<file path="src/rtl/ssdf_pkg.sv">
// Shared constants, types and the segment decoder of the display command framer.
package ssdf_pkg;

    localparam int DIGITS = 4;
    localparam int DIG_W = (DIGITS > 1) ? $clog2(DIGITS) : 1;
    localparam int K_W = DIG_W + 1;
    localparam int QUEUE_DEPTH = 2;
    localparam int QPTR_W = $clog2(QUEUE_DEPTH);
    localparam int QCNT_W = $clog2(QUEUE_DEPTH + 1);
    localparam bit POINT_ENABLED = (DIGITS >= 3);

    localparam logic [2:0] OP_INT = 3'd0;
    localparam logic [2:0] OP_FIXED = 3'd1;
    localparam logic [2:0] OP_ON = 3'd2;
    localparam logic [2:0] OP_OFF = 3'd3;
    localparam logic [2:0] OP_INIT = 3'd4;

    localparam logic [7:0] ADDR_BASE = 8'hC0;
    localparam logic [7:0] CMD_ON_BYTE = 8'h8F;
    localparam logic [7:0] CMD_OFF_BYTE = 8'h80;
    localparam logic [7:0] CMD_MODE_BYTE = 8'h44;
    localparam logic [7:0] SEG_POINT = 8'h80;

    typedef enum logic [1:0] {
        KIND_SHOW,
        KIND_ON,
        KIND_OFF,
        KIND_INIT
    } cmd_kind_t;

    typedef struct packed {
        cmd_kind_t                 kind;
        logic                      point;
        logic [DIGITS-1:0][3:0]    digits;
    } entry_t;

    function automatic logic [7:0] seg_code(input logic [3:0] digit);
        logic [7:0] seg;
        unique case (digit)
            4'd0: seg = 8'h3f;
            4'd1: seg = 8'h06;
            4'd2: seg = 8'h5b;
            4'd3: seg = 8'h4f;
            4'd4: seg = 8'h66;
            4'd5: seg = 8'h6d;
            4'd6: seg = 8'h7d;
            4'd7: seg = 8'h07;
            4'd8: seg = 8'h7f;
            4'd9: seg = 8'h6f;
            default: seg = 8'h00;
        endcase
        return seg;
    endfunction

endpackage

</file>
<file path="src/rtl/ssdf_if.sv">
// Handshake interfaces for the command channel and the frame byte channel.
interface ssdf_cmd_if;
    logic        valid;
    logic        ready;
    logic [2:0]  op;
    logic [15:0] value;

    modport source (output valid, output op, output value, input ready);
    modport sink (input valid, input op, input value, output ready);
endinterface

interface ssdf_frame_if;
    logic       valid;
    logic       ready;
    logic [7:0] frame_byte;
    logic       frame_start;
    logic       frame_end;
    logic       last;

    modport source (output valid, output frame_byte, output frame_start,
                    output frame_end, output last, input ready);
    modport sink (input valid, input frame_byte, input frame_start,
                  input frame_end, input last, output ready);
endinterface

</file>
<file path="src/rtl/seven_segment_display_command_framer_core.sv">
// Top level of the display command framer: front end, command queue and byte sequencer.
// Usage: commands arrive on the cmd channel (op, value) and frame bytes leave on the frame
// channel, each word carrying frame_byte, frame_start, frame_end and last. A word moves at
// a rising edge at which valid and ready are both high.
// Ops 0 and 1 produce eight words at four digits (address byte, then segment byte, from the
// ones digit at the highest address down to address 0). Op 2 and op 3 give one word, op 4
// gives two, and op codes 5 to 7 are taken and give nothing.
// A display command is converted to decimal one digit at a time in the front end, then
// passes the queue, the byte sequencer and its output register; on, off and init commands
// skip the conversion and go straight to the queue.
// Throughput: the byte sequencer emits one word a cycle while the receiver takes them;
// the front end converts the next command meanwhile and the two-entry queue holds
// finished ones.
// Reset clears the queue, the sequencer and the output register; no word is valid after it.
// When the receiver stalls, the output register holds its word, the sequencer waits, the
// queue fills and the front end then stops taking commands.
module seven_segment_display_command_framer_core (
    input  logic         clk,
    input  logic         rst_n,
    ssdf_cmd_if.sink     cmd,
    ssdf_frame_if.source frame
);
    import ssdf_pkg::*;

    logic   push_valid;
    logic   push_ready;
    entry_t push_data;
    logic   pop_valid;
    logic   pop_ready;
    entry_t pop_data;

    ssdf_front u_front (
        .clk        (clk),
        .rst_n      (rst_n),
        .cmd        (cmd),
        .push_valid (push_valid),
        .push_ready (push_ready),
        .push_data  (push_data)
    );

    ssdf_queue u_queue (
        .clk        (clk),
        .rst_n      (rst_n),
        .push_valid (push_valid),
        .push_ready (push_ready),
        .push_data  (push_data),
        .pop_valid  (pop_valid),
        .pop_ready  (pop_ready),
        .pop_data   (pop_data)
    );

    ssdf_back u_back (
        .clk     (clk),
        .rst_n   (rst_n),
        .q_valid (pop_valid),
        .q_ready (pop_ready),
        .q_data  (pop_data),
        .frame   (frame)
    );

endmodule

</file>
<file path="src/rtl/ssdf_front.sv">
// Front end: accepts commands, classifies them and converts values to decimal digits.
module ssdf_front (
    input  logic            clk,
    input  logic            rst_n,
    ssdf_cmd_if.sink        cmd,
    output logic            push_valid,
    input  logic            push_ready,
    output ssdf_pkg::entry_t push_data
);
    import ssdf_pkg::*;

    typedef enum logic [1:0] {
        F_IDLE,
        F_CONV,
        F_PUSH
    } front_state_t;

    front_state_t      state_reg, state_next;
    logic [15:0]       val_reg, val_next;
    logic [DIG_W-1:0]  cnt_reg, cnt_next;
    entry_t            entry_reg, entry_next;

    logic              accept;
    logic [31:0]       product;
    logic [15:0]       quot;
    logic [15:0]       times_ten;
    logic [3:0]        rem;

    // Division by ten through the reciprocal, exact over the whole 16-bit range.
    assign product = 32'(val_reg) * 32'd52429;
    assign quot = 16'(product >> 19);
    assign times_ten = 16'(quot << 3) + 16'(quot << 1);
    assign rem = 4'(val_reg - times_ten);

    assign cmd.ready = (state_reg == F_IDLE) || ((state_reg == F_PUSH) && push_ready);
    assign accept = cmd.valid && cmd.ready;
    assign push_valid = (state_reg == F_PUSH);
    assign push_data = entry_reg;

    always_comb
    begin
        state_next = state_reg;
        val_next = val_reg;
        cnt_next = cnt_reg;
        entry_next = entry_reg;
        if (state_reg == F_CONV)
        begin
            entry_next.digits[cnt_reg] = rem;
            val_next = quot;
            if (cnt_reg == DIG_W'(DIGITS - 1))
            begin
                state_next = F_PUSH;
            end
            else
            begin
                cnt_next = cnt_reg + 1'b1;
            end
        end
        if ((state_reg == F_PUSH) && push_ready)
        begin
            state_next = F_IDLE;
        end
        if (accept)
        begin
            unique case (cmd.op) inside
                OP_INT, OP_FIXED:
                begin
                    state_next = F_CONV;
                    val_next = cmd.value;
                    cnt_next = '0;
                    entry_next.kind = KIND_SHOW;
                    entry_next.point = (cmd.op == OP_FIXED);
                end
                OP_ON:
                begin
                    state_next = F_PUSH;
                    entry_next.kind = KIND_ON;
                    entry_next.point = 1'b0;
                end
                OP_OFF:
                begin
                    state_next = F_PUSH;
                    entry_next.kind = KIND_OFF;
                    entry_next.point = 1'b0;
                end
                OP_INIT:
                begin
                    state_next = F_PUSH;
                    entry_next.kind = KIND_INIT;
                    entry_next.point = 1'b0;
                end
                default:
                begin
                    state_next = F_IDLE;
                end
            endcase
        end
    end

    always_ff @(posedge clk or negedge rst_n)
    begin
        if (!rst_n)
        begin
            state_reg <= F_IDLE;
        end
        else
        begin
            state_reg <= state_next;
        end
    end

    always_ff @(posedge clk)
    begin
        val_reg <= val_next;
        cnt_reg <= cnt_next;
        entry_reg <= entry_next;
    end

    a_conv_continues: assert property (@(posedge clk) disable iff (!rst_n)
        (state_reg == F_CONV && cnt_reg != DIG_W'(DIGITS - 1)) |=>
            (state_reg == F_CONV && cnt_reg == $past(cnt_reg) + 1'b1))
        else $error("digit conversion left early");

    a_conv_ends_in_push: assert property (@(posedge clk) disable iff (!rst_n)
        (state_reg == F_CONV && cnt_reg == DIG_W'(DIGITS - 1)) |=> (state_reg == F_PUSH))
        else $error("digit conversion did not hand over its word");

    a_no_accept_while_converting: assert property (@(posedge clk) disable iff (!rst_n)
        (state_reg == F_CONV) |-> !cmd.ready)
        else $error("command taken during conversion");

endmodule

</file>
<file path="src/rtl/ssdf_queue.sv">
// Short queue of classified commands between the front end and the byte sequencer.
module ssdf_queue (
    input  logic             clk,
    input  logic             rst_n,
    input  logic             push_valid,
    output logic             push_ready,
    input  ssdf_pkg::entry_t push_data,
    output logic             pop_valid,
    input  logic             pop_ready,
    output ssdf_pkg::entry_t pop_data
);
    import ssdf_pkg::*;

    entry_t             mem_reg [QUEUE_DEPTH];
    logic [QPTR_W-1:0]  wr_ptr_reg;
    logic [QPTR_W-1:0]  rd_ptr_reg;
    logic [QCNT_W-1:0]  count_reg;
    logic               push;
    logic               pop;

    assign push_ready = (count_reg != QCNT_W'(QUEUE_DEPTH));
    assign pop_valid = (count_reg != '0);
    assign pop_data = mem_reg[rd_ptr_reg];
    assign push = push_valid && push_ready;
    assign pop = pop_valid && pop_ready;

    always_ff @(posedge clk or negedge rst_n)
    begin
        if (!rst_n)
        begin
            wr_ptr_reg <= '0;
            rd_ptr_reg <= '0;
            count_reg <= '0;
        end
        else
        begin
            if (push)
            begin
                wr_ptr_reg <= (wr_ptr_reg == QPTR_W'(QUEUE_DEPTH - 1)) ? '0 : wr_ptr_reg + 1'b1;
            end
            if (pop)
            begin
                rd_ptr_reg <= (rd_ptr_reg == QPTR_W'(QUEUE_DEPTH - 1)) ? '0 : rd_ptr_reg + 1'b1;
            end
            if (push && !pop)
            begin
                count_reg <= count_reg + 1'b1;
            end
            else if (pop && !push)
            begin
                count_reg <= count_reg - 1'b1;
            end
        end
    end

    always_ff @(posedge clk)
    begin
        if (push)
        begin
            mem_reg[wr_ptr_reg] <= push_data;
        end
    end

    a_count_bounded: assert property (@(posedge clk) disable iff (!rst_n)
        count_reg <= QCNT_W'(QUEUE_DEPTH))
        else $error("queue count beyond its depth");

    a_push_counts: assert property (@(posedge clk) disable iff (!rst_n)
        (push && !pop) |=> (count_reg == $past(count_reg) + 1'b1))
        else $error("queue lost a word on push");

    a_pop_counts: assert property (@(posedge clk) disable iff (!rst_n)
        (pop && !push) |=> (count_reg == $past(count_reg) - 1'b1))
        else $error("queue miscounted a pop");

endmodule

</file>
<file path="src/rtl/ssdf_back.sv">
// Back end: expands each queued command into its frame bytes, one byte per cycle unless the receiver stalls.
module ssdf_back (
    input  logic             clk,
    input  logic             rst_n,
    input  logic             q_valid,
    output logic             q_ready,
    input  ssdf_pkg::entry_t q_data,
    ssdf_frame_if.source     frame
);
    import ssdf_pkg::*;

    entry_t            cur_reg;
    logic              busy_reg;
    logic [K_W-1:0]    k_reg;
    logic              out_valid_reg;
    logic [7:0]        out_byte_reg;
    logic              out_start_reg;
    logic              out_end_reg;
    logic              out_last_reg;

    logic              advance;
    logic              is_last;
    logic              pop;
    logic [K_W-1:0]    last_k;
    logic [DIG_W-1:0]  d;
    logic [5:0]        addr;
    logic [7:0]        seg;
    logic [7:0]        byte_val;
    logic              start_val;
    logic              end_val;

    assign advance = !out_valid_reg || frame.ready;
    assign is_last = busy_reg && (k_reg == last_k);
    assign pop = q_valid && (!busy_reg || (advance && is_last));
    assign q_ready = pop;

    assign frame.valid = out_valid_reg;
    assign frame.frame_byte = out_byte_reg;
    assign frame.frame_start = out_start_reg;
    assign frame.frame_end = out_end_reg;
    assign frame.last = out_last_reg;

    // Digit zero is the ones digit, which sits at the highest address.
    assign d = k_reg[K_W-1:1];
    assign addr = 6'(DIGITS - 1) - 6'(d);

    always_comb
    begin
        seg = seg_code(cur_reg.digits[d]);
        if (POINT_ENABLED && cur_reg.point && (d == DIG_W'(2)))
        begin
            seg = seg | SEG_POINT;
        end
        unique case (cur_reg.kind)
            KIND_SHOW:
            begin
                last_k = K_W'(2 * DIGITS - 1);
                byte_val = k_reg[0] ? seg : (ADDR_BASE + 8'({2'b00, addr}));
                start_val = !k_reg[0];
                end_val = k_reg[0];
            end
            KIND_ON:
            begin
                last_k = '0;
                byte_val = CMD_ON_BYTE;
                start_val = 1'b1;
                end_val = 1'b1;
            end
            KIND_OFF:
            begin
                last_k = '0;
                byte_val = CMD_OFF_BYTE;
                start_val = 1'b1;
                end_val = 1'b1;
            end
            KIND_INIT:
            begin
                last_k = K_W'(1);
                byte_val = k_reg[0] ? CMD_ON_BYTE : CMD_MODE_BYTE;
                start_val = 1'b1;
                end_val = 1'b1;
            end
            default:
            begin
                last_k = '0;
                byte_val = '0;
                start_val = 1'b0;
                end_val = 1'b0;
            end
        endcase
    end

    always_ff @(posedge clk or negedge rst_n)
    begin
        if (!rst_n)
        begin
            busy_reg <= 1'b0;
            out_valid_reg <= 1'b0;
        end
        else
        begin
            if (advance)
            begin
                out_valid_reg <= busy_reg;
            end
            if (pop)
            begin
                busy_reg <= 1'b1;
            end
            else if (advance && is_last)
            begin
                busy_reg <= 1'b0;
            end
        end
    end

    always_ff @(posedge clk)
    begin
        if (advance)
        begin
            out_byte_reg <= byte_val;
            out_start_reg <= start_val;
            out_end_reg <= end_val;
            out_last_reg <= is_last;
        end
        if (pop)
        begin
            cur_reg <= q_data;
            k_reg <= '0;
        end
        else if (advance && busy_reg)
        begin
            k_reg <= k_reg + 1'b1;
        end
    end

    a_index_in_range: assert property (@(posedge clk) disable iff (!rst_n)
        busy_reg |-> (k_reg <= last_k))
        else $error("byte index past the end of its command");

    a_index_steps: assert property (@(posedge clk) disable iff (!rst_n)
        (advance && busy_reg && !is_last && !pop) |=>
            (busy_reg && k_reg == $past(k_reg) + 1'b1))
        else $error("byte sequencer skipped or repeated a byte");

    a_new_command_starts_at_zero: assert property (@(posedge clk) disable iff (!rst_n)
        pop |=> (busy_reg && k_reg == '0))
        else $error("new command did not start at its first byte");

    a_output_holds_on_stall: assert property (@(posedge clk) disable iff (!rst_n)
        (out_valid_reg && !frame.ready) |=> (out_valid_reg && $stable(out_byte_reg)))
        else $error("stalled frame byte changed");

endmodule
</file>
<file path="src/flat_wrapper.sv">
// flat-port wrapper written by rule: the top's interface ports become plain ports
module seven_segment_display_command_framer_core_flat import ssdf_pkg::*;
  (clk, rst_n, cmd_valid, cmd_op, cmd_value, cmd_ready, frame_valid, frame_frame_byte, frame_frame_start, frame_frame_end, frame_last, frame_ready);
  ssdf_cmd_if cmd_i ();
  ssdf_frame_if frame_i ();
  input  logic clk;
  input  logic rst_n;
  input wire logic [$bits(cmd_i.valid)-1:0] cmd_valid;
  input wire logic [$bits(cmd_i.op)-1:0] cmd_op;
  input wire logic [$bits(cmd_i.value)-1:0] cmd_value;
  output wire logic [$bits(cmd_i.ready)-1:0] cmd_ready;
  output wire logic [$bits(frame_i.valid)-1:0] frame_valid;
  output wire logic [$bits(frame_i.frame_byte)-1:0] frame_frame_byte;
  output wire logic [$bits(frame_i.frame_start)-1:0] frame_frame_start;
  output wire logic [$bits(frame_i.frame_end)-1:0] frame_frame_end;
  output wire logic [$bits(frame_i.last)-1:0] frame_last;
  input wire logic [$bits(frame_i.ready)-1:0] frame_ready;
  assign cmd_i.valid = cmd_valid;
  assign cmd_i.op = cmd_op;
  assign cmd_i.value = cmd_value;
  assign cmd_ready = cmd_i.ready;
  assign frame_valid = frame_i.valid;
  assign frame_frame_byte = frame_i.frame_byte;
  assign frame_frame_start = frame_i.frame_start;
  assign frame_frame_end = frame_i.frame_end;
  assign frame_last = frame_i.last;
  assign frame_i.ready = frame_ready;
  seven_segment_display_command_framer_core u_core (.clk(clk), .rst_n(rst_n), .cmd(cmd_i), .frame(frame_i));
endmodule
</file>
<file path="config.mk">
export PLATFORM = sky130hd
export DESIGN_NAME = seven_segment_display_command_framer_core_flat
export DESIGN_NICKNAME = d
export VERILOG_FILES = /design/src/rtl/ssdf_pkg.sv /design/src/rtl/ssdf_if.sv /design/src/rtl/seven_segment_display_command_framer_core.sv /design/src/rtl/ssdf_front.sv /design/src/rtl/ssdf_queue.sv /design/src/rtl/ssdf_back.sv /design/src/flat_wrapper.sv
export SDC_FILE = /design/constraint.sdc
export NUM_CORES = 1
export LEC_CHECK = 0
export ABC_AREA = 1
export BUFFER_PORTS_ARGS = -buffer_cell sky130_fd_sc_hd__buf_2
export CAP_MARGIN = 15
export CORE_MARGIN = 2
export CORE_UTILIZATION = 47
export DETAILED_ROUTE_END_ITERATION = 10
export GPL_TIMING_DRIVEN = 0
export PLACE_DENSITY = 0.67
export SETUP_SLACK_MARGIN = 0.15
export SYNTH_ARGS = -nofsm -noshare
export SYNTH_HDL_FRONTEND = slang
export SYNTH_SLANG_ARGS = --single-unit
export TNS_END_PERCENT = 30
</file>
<file path="constraint.sdc">
create_clock -name clk -period 10 [get_ports clk]
set_clock_uncertainty 0.2 [all_clocks]
set_input_delay 1.5 -clock clk [delete_from_list [all_inputs] [get_ports clk]]
set_output_delay 1.5 -clock clk [all_outputs]
set_load 0.05 [all_outputs]
</file>
# Word level (Yosys, flattened, before mapping)
# Memories as Yosys holds them, arrays and structs flattened. A register that Yosys moved wholly into a read port is not among the register bits.
# Index checks and enable logic that the tools add are counted.
classes:
  reduce_logical: 34
  muxes: 33
  eq_ne: 13
  add_sub_neg: 10
  n_mul: 1
  order_cmp: 3
op_table:
  columns: ["operator", "count"]
  rows:
  - ["two-way mux 16 bit", 3]
  - ["multiplier 16 x 16 -> 32 bit (second input constant)", 1]
  - ["one-hot mux 8 bit (4 select lines)", 1]
  - ["two-way mux 8 bit", 3]
  - ["two-way mux 2 bit", 10]
  - ["bitwise mux 16 bit", 1]
  - ["one-hot mux 3 bit (4 select lines)", 1]
  - ["logical AND 1 bit", 11]
  - ["== test 2 bit (second input constant)", 5]
  - ["one-hot mux 3 bit (3 select lines)", 1]
  - ["adder 7 x 7 -> 8 bit (first input constant)", 1]
  - ["binary-select mux 4 bit (select 2 bit)", 1]
  - ["demux 4 bit (select 2 bit)", 1]
  - ["two-way mux 4 bit", 2]
  - ["== test 3 x 2 -> 1 bit (second input constant)", 2]
  - ["< comparator 2 x 3 -> 1 bit (second input constant)", 2]
  - ["two-way mux 1 bit", 6]
  - ["nonzero test 2 bit", 3]
  - ["nonzero test 3 bit", 2]
  - ["OR reduction 3 bit", 2]
  - ["zero test 1 bit", 5]
  - ["adder 2 x 1 -> 2 bit (second input constant)", 2]
  - ["adder 4 bit", 1]
  - ["== test 2 x 1 -> 1 bit (second input constant)", 2]
  - ["other kinds (18)", 25]
totals:
  input_bits: 23
  ramBits: 38
  word_cells: 115
  mem_bits_ro: 112
  output_inout_bits: 13
  register_bits: 59
  memories: 2
mem_list:
  columns: ["memory", "words", "word_bits", "rd", "rd_clocked_by_memory_dff", "write_ports", "line", "text"]
  rows:
  - ["(no name shown)", 16, 7, 1, 0, 0, "ssdf_pkg.sv:39", "unique case (digit)"]
  - ["u_core.u_queue.mem_reg", 2, 19, 1, 1, 1, "ssdf_queue.sv:14", "entry_t mem_reg [QUEUE_DEPTH];"]

# Logic depth before layout (Yosys ltp)
logic_depth:
  depth_word: 12
  depth_mapped: 31
  depth_no_buf: 31

# Hierarchy
# A second synthesis with hierarchy kept.
hier_totals:
  hier_cells: 1165
  hier_area_um2: 10289.9
by_module_without_submodules:
  columns: ["module", "seq_area_each_um2", "n_inst", "area_per_inst_um2", "cells_each"]
  rows:
  - ["ssdf_front", 980.9, 1, 6880.3, 860]
  - ["ssdf_back", 1011.0, 1, 1783.0, 177]
  - ["ssdf_queue", 1241.2, 1, 1626.6, 128]

# Worst setup path after synthesis
# OpenSTA, ideal clock, no wires.
synth_path:
  path_kind: "register to register"
  startpoint: "register u_core.u_front.val_reg[6]"
  endpoint: "register u_core.u_front.entry_reg, in the netlist u_core.u_front.push_data[11] (data pin)"
  setup_ps: 257
  required_time_ps: 9543
  arrival_time_ps: 5149
  period_less_slack_ps: 5606
  stages_incl_launch_ff: 26
  path_buffers: 0
  slack_ps: 4394
  path_cell_list: "dfxtp_1 > ha_1 > inv_1 > fa_1 > inv_1 > fa_1 > fa_1 > fa_1 > inv_1 > fa_1 > inv_1 > ha_1 > a21oi_1 > nor2_1 > nor2_1 > nand2_1 > inv_1 > nand3_1 > and2_1 > ha_1 > xnor2_1 > inv_1 > nand3_1 > nand3_1 > nand2_1 > inv_1"
synth_between:
  elab_chain_cells: 4
synth_rtl:
  columns: ["element", "line", "text"]
  rows:
  - ["start, declared", "ssdf_front.sv:19", "logic [15:0] val_reg, val_next;"]
  - ["start signal, assigned", "ssdf_front.sv:114", "val_reg <= val_next;"]
  - ["multiplier 16 x 16 -> 32 bit", "ssdf_front.sv:30", "assign product = 32'(val_reg) * 32'd52429;"]
  - ["adder 4 bit", "ssdf_front.sv:32", "assign times_ten = 16'(quot << 3) + 16'(quot << 1);"]
  - ["subtractor 4 bit", "ssdf_front.sv:33", "assign rem = 4'(val_reg - times_ten);"]
  - ["net u_core.u_front.rem[3]", "ssdf_front.sv:27", "logic [3:0] rem;"]
  - ["bitwise mux 16 bit", "ssdf_front.sv:48", "entry_next.digits[cnt_reg] = rem;"]
  - ["end signal, assigned", "ssdf_front.sv:116", "entry_reg <= entry_next;"]
  - ["end, declared", "ssdf_front.sv:21", "entry_t entry_reg, entry_next;"]
# The timed path passes the listed nets, and every way through them passes these cells.
# A chain may end at the register's enable or synchronous reset.

# Final worst setup path
layout_path:
  startpoint: "register u_core.u_front.val_reg[7]"
  endpoint: "register u_core.u_front.entry_reg, in the netlist u_core.u_front.push_data[11] (data pin)"
# The elaborated chain is that of the path after synthesis.

==> results_dict.tcl <==
set metrics [dict create \
    grtUsageMet3 0.0434 \
    maxSlewHeadroom 0.384 \
    grt_pass1_wl_um 37100 \
    seqCellArea_um2 3230 \
    ff2ff_path_depth 25 \
    worst-setup-path-type "reg2reg" \
    synthDistinctLibCells 45 \
    fin_crit_sh 0.643 \
    multi_input_area_um2 5860 \
    crit_arrival_ps 6380 \
    cts_hold_buf 0 \
    netlist_area_um2 10200 \
    largest_reg_flops 38 \
    grt_max_degree 23 \
    clock_latency_ps 420 \
    synth_top_area_cell "edfxtp_1" \
    cts.sinks 116 \
    drtIter0Drc 488 \
    place_congestion 0.919 \
    dpl.hpwl_um 19000 \
    rsz0062_at_grt "no" \
    grt_overflow 0 \
    reg2reg_from "u_core.u_front.val_reg[7]" \
    tightest_slew_ps 917 \
    setup_viol_count_final 0 \
    fillers 1894 \
    cts_root_buf "clkbuf_16" \
    final_nets 1456 \
    drt_pass1_iterations 4 \
    async_flop_share 0.0690 \
    synth_flop_cell "edfxtp_1" \
    die-area_um2 22900 \
    cp-startpoint "u_core.u_front.val_reg[7]" \
    synth_area_per_cell_um2 8.88 \
    drt-vias-per-instance 4.93 \
    portBuffers 35 \
    endpoint "u_core.u_front.push_data[11]" \
    fin_tns_setup_ps 0 \
    busiest_layer "met2" \
    clk_pin_slew_ps 60 \
    syn_inst 1150 \
    grt_usage 0.218 \
    synthTopCellsByArea "edfxtp_1 26%, ha_1 18%, fa_1 15%" \
    place_inst 1462 \
    crit_path_end_kind "register" \
    cts_tree "done" \
    num_rows 53 \
    avgRoutedWirePerCell_um 15.3 \
    maxCapViolations 0 \
    drtAntennaViolNets 0 \
    fin_crit_ps 6430 \
    area_growth_pct 11.5 \
    clockBufferDepth 2 \
    grt_pass1_vias 7227 \
    synth_common_cells "266 x inv_1, 244 x nand2_1, 148 x ha_1" \
    cts_resized 0 \
    met1_usage 0.307 \
    routed-via-count 7369 \
    drive_above_1_share 0.0927 \
    cts_made_buffers 17 \
    synth_edf_count 87 \
    synth_top_area_share 0.256 \
    drv_slew 0 \
    seq_area_frac_synth 0.316 \
    synth_fp_nets 1400 \
    cts_max_level 4 \
    instances_no_fill 1494 \
    drc 0 \
    r2r_setup_slack_ps 3570 \
    postRouteWirelength_um 22900 \
    cp-start-kind "register" \
    n_antenna_cell 0 \
    placeableCoreArea_um2 21200 \
    die_y_um 151 \
    yosysWarnings 0 \
    fmax_mhz 156 \
    finalHoldViolCount 0 \
    post-cts-setup-buffers 0 \
    r2r-end "u_core.u_front.push_data[11]" \
    hold_class "reg2reg" \
    die_w_um 151 \
    gr-usage-met2 0.345 \
    worst-path-max-fanout 6 \
    io_pins 36 \
    start_util 0.483 \
    antenna_found_initial 0 \
    synth_most_common_cell "inv_1" \
    required_ps 9950 \
    status "complete, no violations" \
    ys_seq_elements 116 \
]
-- metrics by stage --
step / utilization / hold WS [ps] / setup WS [ps] / instance area, um2
3_3_place_gp: 0.507 / 224 / 3640 / 10700
2_1_floorplan: - / 221 / 4390 / 10200
4_1_cts: 0.539 / 242 / 3560 / 11400
5_1_grt: 0.539 / 255 / 3210 / 11400
6_report: 0.539 / 238 / 3570 / 11400
3_5_place_dp: 0.509 / 233 / 3590 / 10800
-- worst max-delay path: stages, from the launching register on --
cell     delay [ps]
dfxtp_1         420
ha_1            450
inv_1            90
fa_1            530
inv_1            60
fa_1            520
fa_1            520
fa_1            540
inv_1            60
fa_1            590
inv_1            60
ha_1            370
a21oi_1         250
nor2_1           60
nor2_1          150
nand2_1         100
inv_1            80
nand3_1         110
and2_1          200
ha_1            190
xnor2_1         200
nand3_1         120
nand2_1          80
nand2_1          40
nand2_1          50
inv_1            80
-- kinds of logic (layout without fill, tap and decap cells) --
family	Yosys count	in the layout	synth area share
AOI/OAI and AO/OA	107	107	0.0628
xor gates and xnor gates	15	15	0.0129
DFF	116	116	0.316
adders and majority gates	227	227	0.336
and+or+nand+nor	391	391	0.161
buffers and inverters	294	363	0.111
-- layout by cell type, fill, tap and decap left out, types with 3 or more instances in the layout --
cell | Yosys | final
o21ai_1 | 13 | 13
a21oi_1 | 48 | 48
clkinv_4 | 0 | 3
a21o_1 | 4 | 4
nor2_1 | 63 | 61
xnor2_1 | 7 | 7
clkbuf_16 | 0 | 17
nand2_1 | 244 | 244
nand2_2 | 5 | 5
o31ai_1 | 5 | 5
edfxtp_1 | 87 | 87
nor3_1 | 11 | 11
dfrtp_1 | 8 | 8
buf_6 | 3 | 3
fa_1 | 79 | 79
buf_2 | 2 | 37
nand3_1 | 45 | 45
ha_1 | 148 | 148
nor2_2 | 4 | 6
dfxtp_1 | 21 | 21
clkbuf_1 | 7 | 9
clkinv_2 | 0 | 3
inv_2 | 15 | 15
o21bai_1 | 4 | 4
o21ai_0 | 20 | 20
nand4_1 | 6 | 6
inv_1 | 266 | 266
bufinv_16 | 0 | 4
xor2_1 | 8 | 8
-- layout make-up --
type	instances	area share
buffer	13	0.00681
clock buffer	20	0.0392
clock inverter	12	0.0157
inverter	281	0.0926
multi-input combinational	740	0.514
sequential	116	0.284
tap	275	0.0302
timing repair buffer	37	0.0180
-- worst min path at each step --
stage	start	end	slack (ps)	depth (start not counted)
final	u_core.u_front.push_data[11]	u_core.u_queue.mem_reg[1][11]	240	0
after global routing	u_core.u_front.push_data[11]	u_core.u_queue.mem_reg[0][11]	250	0
after CTS	u_core.u_front.push_data[15]	u_core.u_queue.mem_reg[0][15]	240	0
after detailed placement	u_core.u_front.push_data[8]	u_core.u_queue.mem_reg[1][8]	230	0
after global placement	u_core.u_front.push_data[16]	u_core.u_queue.mem_reg[1][16]	220	0
after floorplan	u_core.u_front.push_data[0]	u_core.u_queue.mem_reg[0][0]	220	0
-- routing by layer --
| layer | routed length (um) | share of wire |
|---|---|---|
| met3 | 1210 | 0.053 |
| met4 | 369 | 0.016 |
| met1 | 10700 | 0.47 |
| met5 | 0 | 0 |
| met2 | 10600 | 0.46 |
Power is left out: the tool's default activity adds up to more than one toggle a clock period on the data nets, which glitch-free logic cannot reach.
